===== src/sv/dcq_pkg.sv =====
`default_nettype none
package dcq_pkg;

   localparam int TIME_W      = 32;
   localparam int MAX_RESULTS = 16;
   localparam int RESULT_CW   = $clog2(MAX_RESULTS + 1);

   typedef enum logic {
      OP_SCHEDULE = 1'b0,
      OP_SERVICE  = 1'b1
   } op_type;

   typedef enum logic [1:0] {
      RES_ACCEPTED = 2'd0,
      RES_REJECTED = 2'd1,
      RES_DUE      = 2'd2
   } result_kind_type;

   typedef enum logic {
      CMP_DUE   = 1'b0,   // stored deadline strictly earlier than key
      CMP_AFTER = 1'b1    // stored deadline strictly later than key
   } cmp_mode_type;

   typedef struct packed {
      logic              kind;
      logic [TIME_W-1:0] handle;
      logic [TIME_W-1:0] arg;
      logic [TIME_W-1:0] deadline;
   } entry_type;

endpackage
`default_nettype wire


===== src/sv/dcq_ram.sv =====
`default_nettype none
module dcq_ram
   import dcq_pkg::*;
#(
   parameter int DEPTH = 16,
   parameter int AW    = $clog2(DEPTH)
) (
   input  wire logic      clock,
   input  wire logic      wr_en,
   input  wire logic [AW-1:0] wr_addr,
   input  wire entry_type wr_data,
   input  wire logic      rd_en,
   input  wire logic [AW-1:0] rd_addr,
   output entry_type      rd_data
);

   entry_type mem [DEPTH];
   entry_type rd_data_ff;

   always_ff @(posedge clock) begin
      if (wr_en) begin
         mem[wr_addr] <= wr_data;
      end
      if (rd_en) begin
         rd_data_ff <= mem[rd_addr];
      end
   end

   assign rd_data = rd_data_ff;

endmodule
`default_nettype wire


===== src/sv/dcq_cmp.sv =====
`default_nettype none
module dcq_cmp
   import dcq_pkg::*;
(
   input  wire cmp_mode_type       mode,
   input  wire logic [TIME_W-1:0]  entry_deadline,
   input  wire logic [TIME_W-1:0]  key,
   output logic                    hit
);

   logic [TIME_W-1:0] lhs;
   logic [TIME_W-1:0] rhs;
   logic [TIME_W:0]   diff;

   always_comb begin
      case (mode)
         CMP_DUE: begin
            lhs = entry_deadline;
            rhs = key;
         end
         CMP_AFTER: begin
            lhs = key;
            rhs = entry_deadline;
         end
         default: begin
            lhs = entry_deadline;
            rhs = key;
         end
      endcase
   end

   // borrow out of the subtract means lhs < rhs
   assign diff = {1'b0, lhs} - {1'b0, rhs};
   assign hit  = diff[TIME_W];

endmodule
`default_nettype wire


===== src/sv/deadline_callback_queue.sv =====
// Channel   Ports                            Transaction
// request   start, busy, req_*               taken when start is high and busy is low
// response  rsp_strobe, rsp_*                one cycle per result, always taken
//
// Entries sit in a ring in one single-port-read RAM, kept in deadline order.
// Schedule: each entry with a later deadline moves up one slot; an empty or full store needs no
// compare, else one compare per cycle, limited by the RAM read port.
// Service: at most 16 due entries per request.
// Reset clears the entry count and ring head; no clearing pass over the RAM.
// Results cannot be stalled; busy stays high until the last one is issued.
`default_nettype none
module deadline_callback_queue
   import dcq_pkg::*;
#(
   parameter int CAPACITY = 16
) (
   input  wire logic               clock,
   input  wire logic               reset,
   input  wire logic               start,
   output logic                    busy,
   input  wire logic               req_operation,
   input  wire logic [TIME_W-1:0]  req_current_time,
   input  wire logic [TIME_W-1:0]  req_delay,
   input  wire logic               req_callback_kind,
   input  wire logic [TIME_W-1:0]  req_callback_ref,
   input  wire logic [TIME_W-1:0]  req_callback_arg,
   output logic                    rsp_strobe,
   output logic [1:0]              rsp_result_kind,
   output logic                    rsp_due_kind,
   output logic [TIME_W-1:0]       rsp_due_ref,
   output logic [TIME_W-1:0]       rsp_due_arg,
   output logic [TIME_W-1:0]       rsp_due_deadline,
   output logic                    rsp_last
);

   localparam int AW = $clog2(CAPACITY);
   localparam int CW = $clog2(CAPACITY + 1);
   localparam logic [AW-1:0] LAST_IDX = AW'(CAPACITY - 1);
   localparam logic [AW:0]   CAP_W    = (AW + 1)'(CAPACITY);
   localparam logic [CW-1:0] FULL_CNT = CW'(CAPACITY);
   localparam logic [RESULT_CW-1:0] LAST_RESULT = RESULT_CW'(MAX_RESULTS - 1);

   typedef enum logic [1:0] {
      S_IDLE,
      S_INS_CMP,
      S_INS_LAST,
      S_SRV_CMP
   } state_type;

   state_type               state_ff, state_in;
   logic [CW-1:0]           count_ff, count_in;
   logic [AW-1:0]           head_ff, head_in;
   logic [AW-1:0]           ptr_ff, ptr_in;
   logic [CW-1:0]           rem_ff, rem_in;
   logic [RESULT_CW-1:0]    n_ff, n_in;
   logic                    flush_ff, flush_in;
   entry_type               new_ff, new_in;
   entry_type               pend_ff, pend_in;
   logic                    strobe_ff, strobe_in;
   result_kind_type         rkind_ff, rkind_in;
   entry_type               rdue_ff, rdue_in;
   logic                    rlast_ff, rlast_in;

   logic                    wr_en;
   logic [AW-1:0]           wr_addr;
   entry_type               wr_data;
   logic                    rd_en;
   logic [AW-1:0]           rd_addr;
   entry_type               rd_data;

   cmp_mode_type            cmp_mode;
   logic                    cmp_hit;

   logic [TIME_W:0]         sched_sum;
   logic [TIME_W-1:0]       sched_dl;
   logic [AW:0]             tail_sum;
   logic [AW-1:0]           tail_last;
   logic [AW-1:0]           ptr_inc;
   logic [AW-1:0]           ptr_dec;
   logic [AW-1:0]           head_inc;
   logic                    accept;

   dcq_ram #(
      .DEPTH (CAPACITY),
      .AW    (AW)
   ) u_ram (
      .clock   (clock),
      .wr_en   (wr_en),
      .wr_addr (wr_addr),
      .wr_data (wr_data),
      .rd_en   (rd_en),
      .rd_addr (rd_addr),
      .rd_data (rd_data)
   );

   dcq_cmp u_cmp (
      .mode           (cmp_mode),
      .entry_deadline (rd_data.deadline),
      .key            (new_ff.deadline),
      .hit            (cmp_hit)
   );

   // hold off new transactions while the held due entry drains
   assign busy      = (state_ff != S_IDLE) || flush_ff;
   assign accept    = start && !busy;
   assign cmp_mode  = (state_ff == S_SRV_CMP) ? CMP_DUE : CMP_AFTER;

   // saturate the deadline at the top of the time range
   assign sched_sum = {1'b0, req_current_time} + {1'b0, req_delay};
   assign sched_dl  = sched_sum[TIME_W] ? '1 : sched_sum[TIME_W-1:0];

   // ring slot of the newest entry; only used while count is nonzero
   assign tail_sum  = {1'b0, head_ff} + (AW + 1)'(count_ff - 1'b1);
   assign tail_last = (tail_sum >= CAP_W) ? AW'(tail_sum - CAP_W) : tail_sum[AW-1:0];

   assign ptr_inc   = (ptr_ff == LAST_IDX) ? '0 : ptr_ff + 1'b1;
   assign ptr_dec   = (ptr_ff == '0) ? LAST_IDX : ptr_ff - 1'b1;
   assign head_inc  = (head_ff == LAST_IDX) ? '0 : head_ff + 1'b1;

   always_comb begin
      state_in  = state_ff;
      count_in  = count_ff;
      head_in   = head_ff;
      ptr_in    = ptr_ff;
      rem_in    = rem_ff;
      n_in      = n_ff;
      flush_in  = 1'b0;
      new_in    = new_ff;
      pend_in   = pend_ff;
      strobe_in = 1'b0;
      rkind_in  = rkind_ff;
      rdue_in   = rdue_ff;
      rlast_in  = rlast_ff;
      wr_en     = 1'b0;
      wr_addr   = ptr_inc;
      wr_data   = rd_data;
      rd_en     = 1'b0;
      rd_addr   = head_ff;

      case (state_ff)
         S_IDLE: begin
            // drain the held due entry once the sequence has ended
            if (flush_ff) begin
               strobe_in = 1'b1;
               rkind_in  = RES_DUE;
               rdue_in   = pend_ff;
               rlast_in  = 1'b1;
            end
            if (accept) begin
               new_in.kind   = req_callback_kind;
               new_in.handle = req_callback_ref;
               new_in.arg    = req_callback_arg;
               if (req_operation == OP_SCHEDULE) begin
                  new_in.deadline = sched_dl;
                  if (count_ff == FULL_CNT) begin
                     strobe_in = 1'b1;
                     rkind_in  = RES_REJECTED;
                     rdue_in   = '0;
                     rlast_in  = 1'b1;
                  end else if (count_ff == '0) begin
                     wr_en     = 1'b1;
                     wr_addr   = head_ff;
                     wr_data   = new_in;
                     count_in  = count_ff + 1'b1;
                     strobe_in = 1'b1;
                     rkind_in  = RES_ACCEPTED;
                     rdue_in   = '0;
                     rlast_in  = 1'b1;
                  end else begin
                     rd_en    = 1'b1;
                     rd_addr  = tail_last;
                     ptr_in   = tail_last;
                     rem_in   = count_ff;
                     state_in = S_INS_CMP;
                  end
               end else begin
                  new_in.deadline = req_current_time;
                  if (count_ff != '0) begin
                     rd_en    = 1'b1;
                     rd_addr  = head_ff;
                     n_in     = '0;
                     state_in = S_SRV_CMP;
                  end
               end
            end
         end

         S_INS_CMP: begin
            wr_en   = 1'b1;
            wr_addr = ptr_inc;
            if (cmp_hit) begin
               // stored entry is later: move it up one slot
               wr_data = rd_data;
               if (rem_ff == CW'(1)) begin
                  state_in = S_INS_LAST;
               end else begin
                  rd_en   = 1'b1;
                  rd_addr = ptr_dec;
                  ptr_in  = ptr_dec;
                  rem_in  = rem_ff - 1'b1;
               end
            end else begin
               wr_data   = new_ff;
               count_in  = count_ff + 1'b1;
               strobe_in = 1'b1;
               rkind_in  = RES_ACCEPTED;
               rdue_in   = '0;
               rlast_in  = 1'b1;
               state_in  = S_IDLE;
            end
         end

         S_INS_LAST: begin
            wr_en     = 1'b1;
            wr_addr   = ptr_ff;
            wr_data   = new_ff;
            count_in  = count_ff + 1'b1;
            strobe_in = 1'b1;
            rkind_in  = RES_ACCEPTED;
            rdue_in   = '0;
            rlast_in  = 1'b1;
            state_in  = S_IDLE;
         end

         S_SRV_CMP: begin
            if (cmp_hit) begin
               // hold this entry until the next compare, or the end of the burst, tells whether it is last
               if (n_ff != '0) begin
                  strobe_in = 1'b1;
                  rkind_in  = RES_DUE;
                  rdue_in   = pend_ff;
                  rlast_in  = 1'b0;
               end
               pend_in  = rd_data;
               n_in     = n_ff + 1'b1;
               head_in  = head_inc;
               count_in = count_ff - 1'b1;
               if ((n_ff == LAST_RESULT) || (count_ff == CW'(1))) begin
                  flush_in = 1'b1;
                  state_in = S_IDLE;
               end else begin
                  rd_en   = 1'b1;
                  rd_addr = head_inc;
               end
            end else begin
               if (n_ff != '0) begin
                  strobe_in = 1'b1;
                  rkind_in  = RES_DUE;
                  rdue_in   = pend_ff;
                  rlast_in  = 1'b1;
               end
               state_in = S_IDLE;
            end
         end

         default: begin
            state_in = S_IDLE;
         end
      endcase
   end

   always_ff @(posedge clock) begin
      if (reset) begin
         state_ff  <= S_IDLE;
         count_ff  <= '0;
         head_ff   <= '0;
         flush_ff  <= 1'b0;
         strobe_ff <= 1'b0;
      end else begin
         state_ff  <= state_in;
         count_ff  <= count_in;
         head_ff   <= head_in;
         flush_ff  <= flush_in;
         strobe_ff <= strobe_in;
      end
      ptr_ff   <= ptr_in;
      rem_ff   <= rem_in;
      n_ff     <= n_in;
      new_ff   <= new_in;
      pend_ff  <= pend_in;
      rkind_ff <= rkind_in;
      rdue_ff  <= rdue_in;
      rlast_ff <= rlast_in;
   end

   assign rsp_strobe       = strobe_ff;
   assign rsp_result_kind  = rkind_ff;
   assign rsp_due_kind     = rdue_ff.kind;
   assign rsp_due_ref      = rdue_ff.handle;
   assign rsp_due_arg      = rdue_ff.arg;
   assign rsp_due_deadline = rdue_ff.deadline;
   assign rsp_last         = rlast_ff;

endmodule
`default_nettype wire


===== config.mk =====
export PLATFORM = sky130hd
export DESIGN_NAME = deadline_callback_queue
export DESIGN_NICKNAME = d
export VERILOG_FILES = /design/src/sv/dcq_pkg.sv /design/src/sv/dcq_ram.sv /design/src/sv/dcq_cmp.sv /design/src/sv/deadline_callback_queue.sv
export SDC_FILE = /design/constraint.sdc
export NUM_CORES = 2
export LEC_CHECK = 0
export BUFFER_PORTS_ARGS = -buffer_cell sky130_fd_sc_hd__buf_4
export CORE_ASPECT_RATIO = 2
export CORE_MARGIN = 2
export CORE_UTILIZATION = 30
export CTS_BUF_LIST = sky130_fd_sc_hd__clkbuf_16
export DETAILED_ROUTE_END_ITERATION = 7
export PLACE_DENSITY = 0.43
export SLEW_MARGIN = 20
export SYNTH_ARGS = -nofsm -noshare
export SYNTH_HDL_FRONTEND = slang
export SYNTH_SLANG_ARGS = --single-unit
export TNS_END_PERCENT = 50

===== constraint.sdc =====
create_clock -name clock -period 10.71 [get_ports clock]
set_clock_uncertainty 0.05 [all_clocks]
set_input_delay 1.6065 -clock clock [delete_from_list [all_inputs] [get_ports clock]]
set_output_delay 1.6065 -clock clock [all_outputs]
set_load 0.01 [all_outputs]

==> impl_metrics.toml <==
[outcome]
run_status = "complete, no violations"

[critical_path]
startpoint_type = "flop"
crit_arrival_ns = 8.21
worstSetupEndpointType = "flop"
crit_type = "flop to flop"
cp_data_required_time_ns = 11.26
ff2ff_setup_slack_ns = 3.05
timing.rr.end = "u_ram.rd_data[95]"
reg2reg_from = "state_ff[0]"
cp_max_fo = 91
crit_start = "state_ff[0]"
r2r_cells = 16

[cells_and_area]
drive_gt1_share_pct = 13.17
syn2layout_area_growth_pct = 14.84
nNetsFinal = 6042
fillCellCount = 26590
regArea_mm2 = 0.05903
multi_input_area_mm2 = 0.02191

[route]
drcViolationCount = 0
first_pass_iters = 6
drtIter0Drc = 3783
dr_total_vias = 50130
viasPerCell = 5.233
ant_nets = 0
wire_per_inst_um = 27.72
wirelength_um = 265500

[cts]
holdBufCountCts = 0
clk_path_buf_depth = 4
cts_made_buffers = 195
path_clk_slew_ns = 0.06
cts_tree = "built"
clkSinkCount = 1970
clkLatencyLatePin_ns = 0.88
ctsHtreeMaxLevel = 4
clockRootBuffer = "clkbuf_16"
post-cts-setup-buffers = 0
ctsResizeCount = 0

[sta]
grt_setup_unrepaired = "false"
tightest_slew_ns = 1.128
setup_viol_count_final = 0
relSlewSlack_pct = 24.82
setup_total_negative_slack_ns = 0
fin_crit_ns = 7.657
fmax_ghz = 0.1306
fin_crit_sh_pct = 71.50
hold_viol_final = 0
finalMaxSlewViolations = 0

[power]
p_per_area_mw_per_mm2 = 352.0
vdd_ir_drop_max_mv = 0.4031
power_mw = 33.61
leakage_nw = 32.63

[yosys]
synth_cell_types = 85
synthesis.nets = 5801
ys_warn_count = 0
synth-seq-cells = 1970
synth_flop_cell = "edfxtp_1"
synth_edf_count = 1957
yosysSeqAreaShare_pct = 70.99
synthCells = 5613
syn_area_mm2 = 0.08314
avgSynthCellArea_um2 = 14.81
async_reset_ff_share_pct = 0

[grt]
grt_max_degree = 170
grt_pass1_wl_um = 376700
grt_use_total_pct = 18.39
grt_pass1_vias = 50850
antenna_found_initial = 6
overflow = 0

[place]
place_congestion = 0.8593
dp_hpwl_um = 143700
portBuffers = 234

[floorplanning]
initial_core_util_pct = 30.13
core_area_mm2 = 0.2760
die-area_mm2 = 0.2816
die_y_um = 748.5
io_pins = 235
die_w_um = 376.3
rows = 273

[worst_hold_path]
hp-start = "u_ram.rd_data[46]"
hold_end = "pend_ff[46]"
hold_path.class = "flop to flop"
hold_path_depth = 0

[job]
drv_cap = 0
-- flip-flops by register name (all words and copies together), names as in the netlist, 2 cells and up --
signal / cells
rsp_due_deadline: 32
rsp_result_kind: 2
rem_ff: 5
rsp_due_ref: 32
ptr_ff: 4
count_ff: 5
state_ff: 2
u_ram.mem: 1552
pend_ff: 97
new_ff: 97
head_ff: 4
rsp_due_arg: 32
n_ff: 5
u_ram.rd_data: 97
-- per-stage QoR --
stage	instances	hold slack, ns	util, %	cell area [µm²]	setup slack, ns
after detailed placement	9231	0.3937	32.43	89500	2.934
after floorplan	5613	0.3762	-	83140	0.1014
final	9579	0.4124	34.60	95480	3.053
after global placement	9230	0.3931	32.42	89470	3.038
after global routing	9576	0.4357	34.59	95480	2.616
after CTS	9574	0.4116	34.58	95430	2.916
-- cells in the final DEF, fill, tap and decap left out, drive strengths merged, types with 32 or more instances in the layout --
cell,n
edfxtp,1957
nand2,530
a211oi,492
mux2i,491
buf,426
o21ai,223
nor2b,212
inv,206
clkbuf,196
a21oi,167
and3,111
a221oi,105
a22o,100
or4,97
clkinv,81
nor2,72
a22oi,62
ha,53
a21o,32
-- worst max-delay path by stage --
stage / endpoint / slack (ns) / cells after the start
final: u_ram.rd_data[95] / 3.05 / 16
after global routing: u_ram.rd_data[77] / 2.62 / 16
after CTS: u_ram.rd_data[95] / 2.92 / 16
after detailed placement: u_ram.rd_data[95] / 2.93 / 16
after global placement: u_ram.rd_data[95] / 3.04 / 16
after floorplan: u_ram.rd_data[0] / 0.10 / 14
-- critical path, cell delays in order, from the launching register on --
cell       delay [ns]
dfxtp_1          0.45
ha_4             0.38
buf_12           0.36
nor2_1           0.31
a2bb2oi_1        0.20
o221ai_1         0.19
nor4_4           0.40
or4b_1           0.56
nand3_4          0.11
buf_4            0.78
nand2_1          0.35
nand2_8          0.55
and2_4           0.84
buf_4            0.79
mux2i_1          0.26
a211oi_1         0.09
or4_1            0.53
-- Yosys cell counts, types with 5 or more instances --
library cell	count	area [µm²]
buf_1	23	86.33
and3_1	111	694.4
clkbuf_1	230	863.3
and2_1	7	43.79
o21ai_1	86	430.4
nand2_1	529	1986
buf_4	25	187.7
mux2i_1	490	4905
a22o_1	100	875.8
or2_2	14	87.58
buf_2	65	325.3
a222oi_1	22	220.2
nor3_1	20	100.1
a31oi_1	15	93.84
o21ai_0	136	680.7
a21oi_1	166	830.8
dfxtp_1	13	260.3
a21o_1	32	240.2
or4_1	97	728.2
a22oi_1	62	465.5
xor2_1	26	227.7
or3_1	10	62.56
nor2b_1	212	1326
a211oi_1	492	3694
xnor2_1	31	271.5
inv_1	159	596.8
and2b_1	6	45.04
nand3_1	30	150.1
edfxtp_1	1957	58770
buf_6	38	427.9
a221oi_1	105	919.6
nor3b_1	5	37.54
o22ai_1	7	43.79
nand2b_1	27	168.9
maj3_1	23	230.2
ha_1	53	663.1
nand4_1	8	50.05
nor2_1	70	262.8
mux2_2	26	292.8
-- report_power, final --
group | internal [mW] | leakage, nW | switching, mW
sequential | 12.5 | 18.2 | 0.780
clock | 3.63 | 3.07 | 3.02
combinational | 4.05 | 11.4 | 9.62
-- cells by family after synthesis --
family          Yosys count  share of synthesized area, %
simple gates           1166                         7.138
compound gates         1279                         10.82
xor+xnor                 57                        0.6004
buf+inv                 543                         3.010
mux                     517                         6.278
fa+ha+maj                81                         1.163
flops                  1970                         70.99
-- area by class of cell --
class                      count  share of cell area [%]
multi-input combinational   3100                   22.94
antenna                        4                 0.01048
clock buffer                 196                   5.137
tap                         3575                   4.685
sequential                  1970                   61.82
inverter                     161                  0.6382
clock inverter               147                   1.076
timing repair buffer         426                   3.693
-- routing by layer --
metal	vias to the layer above	global-route usage (%)	wire, µm
li1	22340	-	-
met1	26080	23.94	114700
met2	1340	32.32	133300
met3	370	1.880	10560
met4	0	5.148	6886
met5	-	0	0
No activity file was read; power rests on OpenSTA's default activity.
